<file path="config.mk">
export PLATFORM = sky130hd
export DESIGN_NAME = multichannel_peak_level_meter
export DESIGN_NICKNAME = d
export VERILOG_FILES = /design/src/hdl/mplm_pkg.sv /design/src/hdl/mplm_ctrl.sv /design/src/hdl/mplm_dpath.sv /design/src/hdl/multichannel_peak_level_meter.sv
export SDC_FILE = /design/constraint.sdc
export NUM_CORES = 1
export LEC_CHECK = 0
export ABC_AREA = 1
export BUFFER_PORTS_ARGS = -buffer_cell sky130_fd_sc_hd__buf_2
export CORE_ASPECT_RATIO = 1.5
export CORE_MARGIN = 2
export CORE_UTILIZATION = 33
export CTS_CLUSTER_SIZE = 20
export DETAILED_ROUTE_END_ITERATION = 6
export HOLD_SLACK_MARGIN = 0.02
export PLACE_DENSITY_LB_ADDON = 0.15
export SETUP_SLACK_MARGIN = 0.4
export SLEW_MARGIN = 20
export SYNTH_ARGS = -nofsm -noshare
export SYNTH_HDL_FRONTEND = slang
export SYNTH_SLANG_ARGS = --single-unit
</file>
<file path="constraint.sdc">
create_clock -name i_clk -period 10.5 [get_ports i_clk]
set_input_delay 1.575 -clock i_clk [delete_from_list [all_inputs] [get_ports i_clk]]
set_output_delay 1.575 -clock i_clk [all_outputs]
set_load 0.05 [all_outputs]
</file>
<file path="src/hdl/mplm_pkg.sv">
package mplm_pkg;

    localparam int DEF_MAX_CHANNELS    = 8;
    localparam int DEF_LEVEL_FRAC_BITS = 16;

    // sample format codes
    localparam logic [2:0] FMT_U8  = 3'd0;
    localparam logic [2:0] FMT_U16 = 3'd1;
    localparam logic [2:0] FMT_U32 = 3'd2;
    localparam logic [2:0] FMT_S8  = 3'd3;
    localparam logic [2:0] FMT_S16 = 3'd4;
    localparam logic [2:0] FMT_S32 = 3'd5;

    // register indexes
    localparam logic REG_FORMAT = 1'b0;
    localparam logic REG_COUNT  = 1'b1;

    localparam logic [2:0] FORMAT_RESET = FMT_S16;
    localparam logic [3:0] COUNT_RESET  = 4'd2;

    localparam logic [31:0] CHAR_FULL  = 32'd127;
    localparam logic [31:0] SHRT_FULL  = 32'd32767;
    localparam logic [31:0] INT_FULL   = 32'd2147483647;
    localparam logic [31:0] UCHAR_FULL = 32'd255;
    localparam logic [31:0] USHRT_FULL = 32'd65535;
    localparam logic [31:0] UINT_FULL  = 32'hFFFF_FFFF;

    typedef enum logic [2:0] {
        S_IDLE,
        S_LOAD,
        S_PREP,
        S_DIV,
        S_OUT
    } t_state;

    typedef struct packed {
        logic accept;
        logic load;
        logic prep;
        logic step;
    } t_dp_cmd;

    function automatic logic [31:0] full_of(input logic [2:0] fmt);
        logic [31:0] f;
        case (fmt)
            FMT_U8:  f = UCHAR_FULL;
            FMT_U16: f = USHRT_FULL;
            FMT_U32: f = UINT_FULL;
            FMT_S8:  f = CHAR_FULL;
            FMT_S16: f = SHRT_FULL;
            FMT_S32: f = INT_FULL;
            default: f = 32'd0;
        endcase
        return f;
    endfunction

endpackage

</file>
<file path="src/hdl/mplm_ctrl.sv">
module mplm_ctrl #(
    parameter int MAX_CHANNELS    = 8,
    parameter int LEVEL_FRAC_BITS = 16
) (
    input  logic                                   i_clk,
    input  logic                                   i_rst_n,
    input  logic [$clog2(MAX_CHANNELS+1)-1:0]      i_n,
    input  logic                                   i_s_tvalid,
    input  logic                                   i_s_tlast,
    input  logic                                   i_m_tready,
    output logic                                   o_s_tready,
    output logic                                   o_m_tvalid,
    output logic                                   o_m_tlast,
    output logic [((MAX_CHANNELS > 1) ? $clog2(MAX_CHANNELS) : 1)-1:0] o_k,
    output mplm_pkg::t_dp_cmd                      o_cmd
);
    import mplm_pkg::*;

    localparam int PW    = (MAX_CHANNELS > 1) ? $clog2(MAX_CHANNELS) : 1;
    // fold steps needed until the remainder drops below the full scale
    localparam int FOLDS = (LEVEL_FRAC_BITS + 1) / 7 + 2;
    localparam int SW    = $clog2(FOLDS + 1);

    t_state        r_state, n_state;
    logic [PW-1:0] r_k;
    logic [SW-1:0] r_step;
    logic          last_ch;
    logic          step_done;

    assign last_ch   = (32'(r_k) + 32'd1) == 32'(i_n);
    assign step_done = r_step == SW'(FOLDS - 1);

    always_comb begin
        n_state = r_state;
        case (r_state)
            S_IDLE: begin
                if (i_s_tvalid && i_s_tlast) n_state = S_LOAD;
            end
            S_LOAD: n_state = S_PREP;
            S_PREP: n_state = S_DIV;
            S_DIV: begin
                if (step_done) n_state = S_OUT;
            end
            S_OUT: begin
                if (i_m_tready) n_state = last_ch ? S_IDLE : S_LOAD;
            end
            default: n_state = S_IDLE;
        endcase
    end

    always_comb begin
        o_cmd      = '0;
        o_s_tready = 1'b0;
        o_m_tvalid = 1'b0;
        case (r_state)
            S_IDLE: begin
                o_s_tready   = 1'b1;
                o_cmd.accept = i_s_tvalid;
            end
            S_LOAD: o_cmd.load = 1'b1;
            S_PREP: o_cmd.prep = 1'b1;
            S_DIV:  o_cmd.step = 1'b1;
            S_OUT:  o_m_tvalid = 1'b1;
            default: o_cmd = '0;
        endcase
    end

    assign o_m_tlast = last_ch;
    assign o_k       = r_k;

    always_ff @(posedge i_clk) begin
        if (!i_rst_n) begin
            r_state <= S_IDLE;
            r_k     <= '0;
            r_step  <= '0;
        end else begin
            r_state <= n_state;
            if (r_state == S_IDLE) r_k <= '0;
            else if (r_state == S_OUT && i_m_tready) r_k <= r_k + PW'(1);
            if (r_state == S_DIV) r_step <= r_step + SW'(1);
            else r_step <= '0;
        end
    end

endmodule

</file>
<file path="src/hdl/mplm_dpath.sv">
module mplm_dpath #(
    parameter int MAX_CHANNELS    = 8,
    parameter int LEVEL_FRAC_BITS = 16
) (
    input  logic                                   i_clk,
    input  logic                                   i_rst_n,
    input  mplm_pkg::t_dp_cmd                      i_cmd,
    input  logic [((MAX_CHANNELS > 1) ? $clog2(MAX_CHANNELS) : 1)-1:0] i_k,
    input  logic [2:0]                             i_fmt,
    input  logic [$clog2(MAX_CHANNELS+1)-1:0]      i_n,
    input  logic [31:0]                            i_sample,
    input  logic                                   i_last,
    output logic [2:0]                             o_index,
    output logic [LEVEL_FRAC_BITS:0]               o_level
);
    import mplm_pkg::*;

    localparam int PW = (MAX_CHANNELS > 1) ? $clog2(MAX_CHANNELS) : 1;
    localparam int F  = LEVEL_FRAC_BITS;
    localparam int QW = F + 2;       // quotient bits
    localparam int NW = F + 34;      // halved scaled numerator

    logic [31:0]   r_peak [MAX_CHANNELS];
    logic [PW-1:0] r_pos;
    logic [NW-1:0] r_s;
    logic [QW-1:0] r_q;
    logic [2:0]    r_lfmt;
    logic          r_sat;
    logic          r_ok;

    logic [31:0]   mag;
    logic [7:0]    b8;
    logic [15:0]   b16;
    logic [PW-1:0] cur_pos;
    logic [PW-1:0] nxt_pos;
    logic [31:0]   pos_inc;

    logic [31:0]   p;
    logic [31:0]   full;
    logic [32:0]   two_p;
    logic [32:0]   num;
    logic [NW-1:0] scaled;
    logic [NW-1:0] fold_h;
    logic [NW-1:0] fold_l;
    logic [31:0]   lfull;
    logic [QW-1:0] q_fix;
    logic [31:0]   k_ext;

    always_comb begin
        b8  = i_sample[7:0];
        b16 = i_sample[15:0];
        case (i_fmt)
            FMT_U8:  mag = {24'd0, b8};
            FMT_U16: mag = {16'd0, b16};
            FMT_U32: mag = i_sample;
            FMT_S8:  mag = {24'd0, b8[7] ? (~b8 + 8'd1) : b8};
            FMT_S16: mag = {16'd0, b16[15] ? (~b16 + 16'd1) : b16};
            FMT_S32: mag = i_sample[31] ? (~i_sample + 32'd1) : i_sample;
            default: mag = 32'd0;
        endcase
    end

    // a counter left past a shrunk channel count restarts at channel 0
    assign cur_pos = (32'(r_pos) < 32'(i_n)) ? r_pos : '0;
    assign pos_inc = 32'(cur_pos) + 32'd1;
    assign nxt_pos = (pos_inc >= 32'(i_n)) ? '0 : PW'(pos_inc);

    // level = (num * 2^F + full/2) / full, full = 2^m - 1
    always_comb begin
        p      = r_peak[i_k];
        full   = full_of(i_fmt);
        two_p  = {p, 1'b0};
        if (i_fmt <= FMT_U32) begin
            num = (two_p >= {1'b0, full}) ? (two_p - {1'b0, full})
                                          : ({1'b0, full} - two_p);
        end else begin
            num = {1'b0, p};
        end
        scaled = (NW'(num) << F) + NW'(full >> 1);
    end

    // s = h * 2^m + l = h * full + (h + l), so h goes to the quotient
    always_comb begin
        case (r_lfmt)
            FMT_U8: begin
                fold_h = r_s >> 8;
                fold_l = NW'(r_s[7:0]);
            end
            FMT_U16: begin
                fold_h = r_s >> 16;
                fold_l = NW'(r_s[15:0]);
            end
            FMT_U32: begin
                fold_h = r_s >> 32;
                fold_l = NW'(r_s[31:0]);
            end
            FMT_S8: begin
                fold_h = r_s >> 7;
                fold_l = NW'(r_s[6:0]);
            end
            FMT_S16: begin
                fold_h = r_s >> 15;
                fold_l = NW'(r_s[14:0]);
            end
            FMT_S32: begin
                fold_h = r_s >> 31;
                fold_l = NW'(r_s[30:0]);
            end
            default: begin
                fold_h = '0;
                fold_l = '0;
            end
        endcase
    end

    always_ff @(posedge i_clk) begin
        if (!i_rst_n) begin
            for (int i = 0; i < MAX_CHANNELS; i++) r_peak[i] <= 32'd0;
            r_pos <= '0;
        end else begin
            if (i_cmd.accept) begin
                if (mag > r_peak[cur_pos]) r_peak[cur_pos] <= mag;
                r_pos <= i_last ? '0 : nxt_pos;
            end
            if (i_cmd.load) r_peak[i_k] <= 32'd0;
        end
    end

    always_ff @(posedge i_clk) begin
        if (i_cmd.load) begin
            r_s    <= scaled;
            r_q    <= '0;
            r_lfmt <= i_fmt;
            r_ok   <= i_fmt <= FMT_S32;
        end
        if (i_cmd.prep) begin
            // quotient would not fit in F+1 bits
            r_sat <= fold_h[NW-1:F+1] != '0;
        end
        if (i_cmd.step) begin
            r_q <= r_q + fold_h[QW-1:0];
            r_s <= fold_h + fold_l;
        end
    end

    // a remainder equal to full scale still holds one more unit
    assign lfull = full_of(r_lfmt);
    assign q_fix = r_q + ((r_s == NW'(lfull)) ? QW'(1) : QW'(0));

    always_comb begin
        if (!r_ok) o_level = '0;
        else if (r_sat || q_fix[QW-1]) o_level = '1;
        else o_level = q_fix[F:0];
    end

    assign k_ext   = 32'(i_k);
    assign o_index = k_ext[2:0];

endmodule

</file>
<file path="src/hdl/multichannel_peak_level_meter.sv">
// channel   dir  payload                                     handshake
// s_*       in   tdata[31:0] sample_bits, tlast buffer_end   tvalid/tready
// m_*       out  tdata channel_index, level; tlast last_level tvalid/tready
// apb       in   sample_format @0x0, channel_count @0x4      psel/penable, pready=1
//
// a sample without tlast leaves s_tready high; the next one is taken right after
// a sample with tlast is followed by a burst of n levels, each going through load,
// saturation check, fold steps dividing by the full scale and output, which waits
// while m_tready is low
// s_tready is low for the whole burst; peaks are cleared as they are read
// synchronous active-low reset clears the peaks and the channel counter
module multichannel_peak_level_meter #(
    parameter int MAX_CHANNELS    = mplm_pkg::DEF_MAX_CHANNELS,
    parameter int LEVEL_FRAC_BITS = mplm_pkg::DEF_LEVEL_FRAC_BITS
) (
    input  logic        i_clk,
    input  logic        i_rst_n,
    input  logic        s_tvalid,
    output logic        s_tready,
    input  logic [31:0] s_tdata,  // [31:0] sample_bits
    input  logic        s_tlast,  // buffer_end
    output logic        m_tvalid,
    input  logic        m_tready,
    // [2:0] channel_index, [LEVEL_FRAC_BITS+3:3] level, zero fill above
    output logic [((LEVEL_FRAC_BITS + 11) / 8) * 8 - 1:0] m_tdata,
    output logic        m_tlast,  // last_level
    input  logic        psel,
    input  logic        penable,
    input  logic        pwrite,
    input  logic [2:0]  paddr,
    input  logic [31:0] pwdata,
    output logic [31:0] prdata,
    output logic        pready
);
    import mplm_pkg::*;

    localparam int CW = $clog2(MAX_CHANNELS + 1);
    localparam int PW = (MAX_CHANNELS > 1) ? $clog2(MAX_CHANNELS) : 1;
    localparam int LW = LEVEL_FRAC_BITS + 1;
    localparam int OW = ((LEVEL_FRAC_BITS + 11) / 8) * 8;

    logic [2:0]    r_fmt;
    logic [3:0]    r_count;
    logic [CW-1:0] n_act;
    logic          wr_en;
    t_dp_cmd       cmd;
    logic [PW-1:0] k;
    logic [2:0]    index;
    logic [LW-1:0] level;

    assign pready = 1'b1;
    assign wr_en  = psel && penable && pwrite && pready;

    always_ff @(posedge i_clk) begin
        if (!i_rst_n) begin
            r_fmt   <= FORMAT_RESET;
            r_count <= COUNT_RESET;
        end else if (wr_en) begin
            if (paddr[2] == REG_FORMAT) r_fmt <= pwdata[2:0];
            else r_count <= pwdata[3:0];
        end
    end

    assign prdata = (paddr[2] == REG_COUNT) ? {28'd0, r_count} : {29'd0, r_fmt};

    always_comb begin
        if (r_count == 4'd0) n_act = CW'(1);
        else if (32'(r_count) > MAX_CHANNELS) n_act = CW'(MAX_CHANNELS);
        else n_act = CW'(r_count);
    end

    mplm_ctrl #(
        .MAX_CHANNELS   (MAX_CHANNELS),
        .LEVEL_FRAC_BITS(LEVEL_FRAC_BITS)
    ) u_ctrl (
        .i_clk     (i_clk),
        .i_rst_n   (i_rst_n),
        .i_n       (n_act),
        .i_s_tvalid(s_tvalid),
        .i_s_tlast (s_tlast),
        .i_m_tready(m_tready),
        .o_s_tready(s_tready),
        .o_m_tvalid(m_tvalid),
        .o_m_tlast (m_tlast),
        .o_k       (k),
        .o_cmd     (cmd)
    );

    mplm_dpath #(
        .MAX_CHANNELS   (MAX_CHANNELS),
        .LEVEL_FRAC_BITS(LEVEL_FRAC_BITS)
    ) u_dpath (
        .i_clk   (i_clk),
        .i_rst_n (i_rst_n),
        .i_cmd   (cmd),
        .i_k     (k),
        .i_fmt   (r_fmt),
        .i_n     (n_act),
        .i_sample(s_tdata),
        .i_last  (s_tlast),
        .o_index (index),
        .o_level (level)
    );

    assign m_tdata = OW'({level, index});

endmodule

</file>
==> results.json, run 1 <==
{
  "outcome": "finished, final reports clean",
  "cts-buffers-inserted": 39,
  "powerDensity_nw_per_um2": 138,
  "most-common-layout-cells": "nand2_1, nor2_1, inv_1",
  "grt_usage": 0.248,
  "cts_buffer_depth": 3,
  "power.clock.fraction": 0.335,
  "critPathCaptureType": "register",
  "cp.arrival_ns": 8.99,
  "ant_nets": 0,
  "routed_wirelength_mm": 117,
  "io_buffers": 71,
  "rr_endpoint": "u_dpath.r_s[46]$_SDFFCE_PP0P_",
  "synth_seq_cells": 351,
  "synth-async-reset-ratio": 0,
  "synth_fa_ha_area_frac": 0.0735,
  "power_leakage_nw": 13.7,
  "combPwrFrac": 0.287,
  "fill_cells": 9525,
  "start_util": 0.333,
  "grt_max_degree": 121,
  "rsz0062_at_grt": "false",
  "power_w": 0.00448,
  "core_area_um2": 89000,
  "critPathMaxFanout": 36,
  "htreeDepth": 2,
  "synth_cell_type_count": 71,
  "grt_pass1_vias": 28400,
  "reg2reg_from": "r_fmt[2]$_SDFFE_PN1P_",
  "relSlewSlack": 0.261,
  "tightest_slew_ns": 1.11,
  "required_ns": 10.87,
  "final_common_cell": "nand2_1",
  "dpl-instance-area_um2": 31100,
  "cts-root-buf": "clkbuf_16",
  "cp_slowest_stage_delay_ns": 0.63,
  "gr-total-overflow": 0,
  "grt_antenna_before_repair": 5,
  "setup.worst_path.start_class": "register",
  "gp_congestion": 0.984,
  "wl_per_cell_um": 22.0,
  "finalSetupViolCount": 0,
  "switching_power_w": 0.00163,
  "drv_cap": 0,
  "num_rows": 134,
  "drive_gt1_frac": 0.0718,
  "p_int_w": 0.00285,
  "finalInstanceArea_um2": 32500,
  "netlist_area_um2": 29700,
  "seq_power_share": 0.377,
  "cpMostUsedCell": "o21ai_0",
  "synthSimpleGateAreaFrac": 0.262,
  "max_freq_mhz": 116,
  "drv_slew": 0,
  "endpoint": "u_dpath.r_s[46]$_SDFFCE_PP0P_",
  "crit_slowest_cell": "nand2_1",
  "synth-xor-area-share": 0.0183,
  "insertion_delay_ns": 0.63,
  "finalClockSkew_ns": 0.0508,
  "netlist_instances": 4140,
  "crit_start": "r_fmt[2]$_SDFFE_PN1P_",
  "drc_errors": 0,
  "num_io_pins": 135,
  "synth_compound_area_frac": 0.205,
  "synth_top_family_by_area": "simple AND/OR/NAND/NOR gates",
  "hold_path_class": "reg -> reg",
  "reg2reg_slack_ns": 1.88,
  "die_height_um": 371,
  "fin_tns_setup_ns": 0,
  "cts_sinks": 351,
  "grt_pass1_wl_mm": 173,
  "vias": 29100,
  "min_path_cells": 1,
  "drt-initial-drc-count": 2082,
  "synthFlopType": "edfxtp_1",
  "final_hold_viol_count": 0,
  "postCtsSetupRepairBufs": 0,
  "first_pass_iters": 6,
  "synth_mux_area_frac": 0.000337,
  "ir_worst_vdd_uv": 105,
  "nets": 4370,
  "syn_avg_cell_area_um2": 7.17,
  "path_class": "reg -> reg",
  "period_minus_slack_ns": 8.62,
  "cts_tree": "done",
  "cts.hold.buffers_added": 0,
  "synth_edf_count": 329,
  "min_period_over_period": 0.821,
  "yosys_warnings": 0,
  "sw_frac_of_total": 0.363,
  "syn2layout_area_growth_pct": 9.45,
  "cts_resized": 0,
  "vias_per_cell": 5.48,
  "synth-seq-area-share": 0.348,
  "dpl.hpwl_mm": 83.6,
  "die-width_um": 249,
  "dieArea_um2": 92400,
  "clk_pin_slew_ns": 0.06,
  "ff2ff_path_depth": 35
}
==> per-layer routing <==
layer	track usage	vias to the layer above	wire, um
li1	-	14100	-
met1	0.250	13700	41200
met2	0.472	897	60700
met3	0.0269	347	5550
met4	0.182	0	9570
met5	0	-	0
==> state kept, by name, summed over array words and instances, names as in the netlist, 4 cells and up, named ones only <==
register and flops:
r_count 4, u_dpath.r_peak 256, u_dpath.r_q 18, u_dpath.r_s 50
==> power by group through the flow <==
stage / Clock, W / Sequential, W / Combinational [W]
5_1_grt: 0.00157 / 0.00170 / 0.00143
3_5_place_dp: 0 / 0.00172 / 0.00128
4_1_cts: 0.00154 / 0.00169 / 0.00128
2_1_floorplan: 0 / 0.00169 / 0.000905
6_report: 0.00150 / 0.00169 / 0.00129
3_3_place_gp: 0 / 0.00172 / 0.00128
==> logic make-up (layout without fill, tap and decap cells) <==
family | Yosys count | count (layout)
AND/OR/NAND/NOR | 1846 | 1846
multiplexers | 1 | 1
other | 2 | 38
XOR/XNOR | 62 | 62
AO/OA/AOI/OAI | 1019 | 1019
adder cells (fa/ha/maj) | 172 | 172
flip-flops | 351 | 351
buffers and inverters | 687 | 666
==> worst max-delay path, delay by kind of cell (launching register included) <==
kind	cells	cell delay, ns
AND/OR/NAND/NOR	16	3.10
flip-flops	1	0.48
AO/OA/AOI/OAI	9	2.40
buffers and inverters	7	1.64
adder cells (fa/ha/maj)	2	0.66
XOR/XNOR	1	0.07
==> per-stage QoR <==
stage          setup slack [ns]  utilization  instances  hold slack, ns
3_3_place_gp               2.03        0.350       5238           0.409
2_1_floorplan              3.96            -       4171           0.399
5_1_grt                    1.17        0.365       5306           0.458
6_report                   1.88        0.365       5311           0.420
4_1_cts                    1.95        0.365       5306           0.431
3_5_place_dp               1.97        0.350       5238           0.422
==> worst min-delay path by stage <==
| stage | startpoint | to | slack, ns |
|---|---|---|---|
| after floorplan | u_ctrl.r_step[0]$_SDFF_PN0_ | u_ctrl.r_step[0]$_SDFF_PN0_ | 0.40 |
| after global placement | u_ctrl.r_step[0]$_SDFF_PN0_ | u_ctrl.r_step[0]$_SDFF_PN0_ | 0.41 |
| after detailed placement | u_ctrl.r_step[0]$_SDFF_PN0_ | u_ctrl.r_step[0]$_SDFF_PN0_ | 0.42 |
| after CTS | u_ctrl.r_step[0]$_SDFF_PN0_ | u_ctrl.r_step[0]$_SDFF_PN0_ | 0.43 |
| after global routing | u_ctrl.r_step[0]$_SDFF_PN0_ | u_ctrl.r_step[0]$_SDFF_PN0_ | 0.46 |
| final | u_ctrl.r_step[0]$_SDFF_PN0_ | u_ctrl.r_step[0]$_SDFF_PN0_ | 0.42 |
==> cells in the mapped netlist (6+ instances only) <==
library cell / number / area share
nor2_2: 8 / 0.0017
clkbuf_1: 141 / 0.018
buf_4: 37 / 0.0094
inv_2: 15 / 0.0019
o21bai_1: 8 / 0.0020
a221oi_1: 52 / 0.015
o21ai_1: 10 / 0.0017
nor2_1: 587 / 0.074
o211ai_1: 49 / 0.012
xnor2_1: 25 / 0.0074
inv_1: 456 / 0.058
o221ai_1: 30 / 0.0089
a221o_1: 15 / 0.0051
nand3_1: 174 / 0.029
nand3_2: 15 / 0.0051
buf_2: 11 / 0.0019
buf_1: 17 / 0.0021
nor3_1: 43 / 0.0072
o22ai_1: 57 / 0.012
o21a_1: 11 / 0.0028
nand2_1: 891 / 0.11
o21ai_0: 360 / 0.061
nor4_1: 23 / 0.0048
xor2_1: 37 / 0.011
nor2_4: 9 / 0.0034
a311oi_1: 8 / 0.0024
dfxtp_1: 22 / 0.015
clkinv_1: 6 / 0.00076
a21boi_0: 11 / 0.0028
edfxtp_1: 329 / 0.33
o32a_1: 11 / 0.0037
a31oi_1: 16 / 0.0034
nand2_2: 14 / 0.0030
o31ai_1: 7 / 0.0018
a21oi_1: 324 / 0.055
nand4_1: 52 / 0.011
or2_2: 8 / 0.0017
ha_1: 168 / 0.071
a211oi_1: 9 / 0.0023
==> layout make-up <==
type / count / area, um^2 / area share
repair buffers: 120 / 761 / 0.0234
clock buffers: 46 / 1000 / 0.0308
multi-input cells: 3133 / 16800 / 0.517
clock inverters: 22 / 339 / 0.0104
well taps: 1156 / 1450 / 0.0445
diodes: 5 / 12.5 / 0.000385
inverters: 478 / 1800 / 0.0555
flip-flops and latches: 351 / 10300 / 0.318
Power figures use the tool's default switching activity.
==> run 2: changes to the inputs <==
==> constraint.sdc (replaced) <==
create_clock -name i_clk -period 8.6 [get_ports i_clk]
set_input_delay 1.29 -clock i_clk [delete_from_list [all_inputs] [get_ports i_clk]]
set_output_delay 1.29 -clock i_clk [all_outputs]
set_load 0.05 [all_outputs]
==> run 2 against run 1 <==
Net effect:
- largest power group unchanged
- critical path depth decreased by 8
- total power increased by 21%
- via count about the same
- clock skew decreased by 0.022 ns
==> results.json, run 2 (synthesis gave the netlist of run 1 again) <==
{
  "die-width_um": 249,
  "die_height_um": 371,
  "largest_register": "u_dpath.r_peak",
  "dpl-instance-area_um2": 31400,
  "largest_register_ffs": 256,
  "outcome": "finished, final reports clean",
  "vias_per_cell": 5.45,
  "layout_setup_ws_ns": 1.04,
  "cts_buffer_depth": 3,
  "fin_tns_setup_ns": 0,
  "postCtsSetupRepairBufs": 0,
  "power_leakage_nw": 13.9,
  "grt_pass1_vias": 28500,
  "cp.arrival_ns": 6.27,
  "fin_hold_ws_ns": 0.435,
  "cts-root-buf": "clkbuf_16",
  "final_hold_viol_count": 0,
  "dpl.hpwl_mm": 85.4,
  "insertion_delay_ns": 0.61,
  "htreeDepth": 2,
  "finalInstanceArea_um2": 32700,
  "clk_pin_slew_ns": 0.06,
  "drv_slew": 0,
  "gr-total-overflow": 0,
  "hold_path_class": "reg -> reg",
  "drive_gt1_frac": 0.0770,
  "cts.hold.buffers_added": 0,
  "powerDensity_nw_per_um2": 165,
  "num_rows": 134,
  "finalClockSkew_ns": 0.0283,
  "reg2reg_slack_ns": 1.21,
  "relSlewSlack": 0.284,
  "setup.worst_path.start_class": "register",
  "core_area_um2": 89000,
  "rsz0062_at_grt": "false",
  "num_io_pins": 135,
  "cts_sinks": 351,
  "syn2layout_area_growth_pct": 10.1,
  "first_pass_iters": 6,
  "drv_cap": 0,
  "max_freq_mhz": 132,
  "place_ws_ns": 0.848,
  "most-common-layout-cells": "nand2_1, nor2_1, inv_1",
  "tightest_slew_ns": 1.07,
  "final_common_cell": "nand2_1",
  "ant_nets": 0,
  "drt-initial-drc-count": 2194,
  "gp_congestion": 0.979,
  "drc_errors": 0,
  "grt_antenna_before_repair": 7,
  "nets": 4397,
  "cts-buffers-inserted": 41,
  "period_minus_slack_ns": 7.56,
  "power_w": 0.00540,
  "critPathCaptureType": "primary output",
  "cts_tree": "done",
  "vias": 29100,
  "min_period_over_period": 0.879,
  "largest_registers": "u_dpath.r_peak (256), u_dpath.r_s (50), u_dpath.r_q (18)",
  "routed_wirelength_mm": 117,
  "start_util": 0.333,
  "required_ns": 7.31,
  "grt_pass1_wl_mm": 173,
  "io_buffers": 71,
  "grt_usage": 0.248,
  "wl_per_cell_um": 22.0,
  "finalSetupViolCount": 0,
  "grt_max_degree": 71,
  "fill_cells": 9618,
  "critPathMaxFanout": 17,
  "ir_worst_vdd_uv": 118,
  "path_class": "reg -> out",
  "dieArea_um2": 92400
}
[run 2: repair_timing]
action / in CTS / in global routing
hold endpoints to repair: 0 / 0
endpoints found under the setup margin: 0 / 10
gates resized for setup: 0 / 4
[run 2: cell type report]
cell class | instances | area, um^2 | area share
repair buffers | 145 | 1000 | 0.0307
well taps | 1156 | 1450 | 0.0443
clock inverters | 15 | 135 | 0.00414
inverters | 478 | 1800 | 0.0552
flip-flops and latches | 351 | 10300 | 0.316
clock buffers | 58 | 1140 | 0.0350
diodes | 5 | 12.5 | 0.000383
multi-input cells | 3133 | 16800 | 0.514
[run 2: path summary, 6_finish.rpt]
kind	start	end	cells after the start
setup / recovery	u_dpath.r_lfmt[2]$_DFFE_PP_	m_tdata[19]	27
hold reg to reg	u_ctrl.r_step[0]$_SDFF_PN0_	u_ctrl.r_step[0]$_SDFF_PN0_	1
hold / removal	u_ctrl.r_step[0]$_SDFF_PN0_	u_ctrl.r_step[0]$_SDFF_PN0_	1
setup reg to reg	register	u_dpath.r_s[46]$_SDFFCE_PP0P_	38
[run 2: stage by stage]
stage | util | cells
after floorplan | - | 4171
after global placement | 0.352 | 5263
after detailed placement | 0.353 | 5263
after CTS | 0.367 | 5336
after global routing | 0.367 | 5336
final | 0.367 | 5341
[run 2: worst max-delay path: stages, from the launching register on]
cell and delay (ns):
edfxtp_1 0.53, nor2_1 0.20, inv_1 0.10, nor2_2 0.39, inv_1 0.35, nand2_1 0.19, clkinv_1 0.35, o21ai_0 0.44
nand2_1 0.09, nor4_1 0.58, ha_1 0.36, ha_1 0.20, nand2_1 0.07, nor2_1 0.09, inv_1 0.06, nor2_1 0.15
nand4_1 0.16, nor3_1 0.17, inv_1 0.08, nor2_1 0.15, inv_1 0.09, nor2_1 0.09, nand2_1 0.08, nor2_1 0.13
xor2_1 0.15, o21ai_0 0.08, inv_1 0.07, buf_2 0.26
[run 2: report_power, final]
part / switching, W / internal, W / total (W)
clock: 0.000772 / 0.000987 / 0.00176
combinational: 0.00112 / 0.000464 / 0.00158
sequential: 0.0000818 / 0.00198 / 0.00206
[run 2: layer usage]
layer	GRT usage	part of all wire
met1	0.257	0.36
met2	0.475	0.52
met3	0.0274	0.050
met4	0.153	0.067
met5	0	0.00026
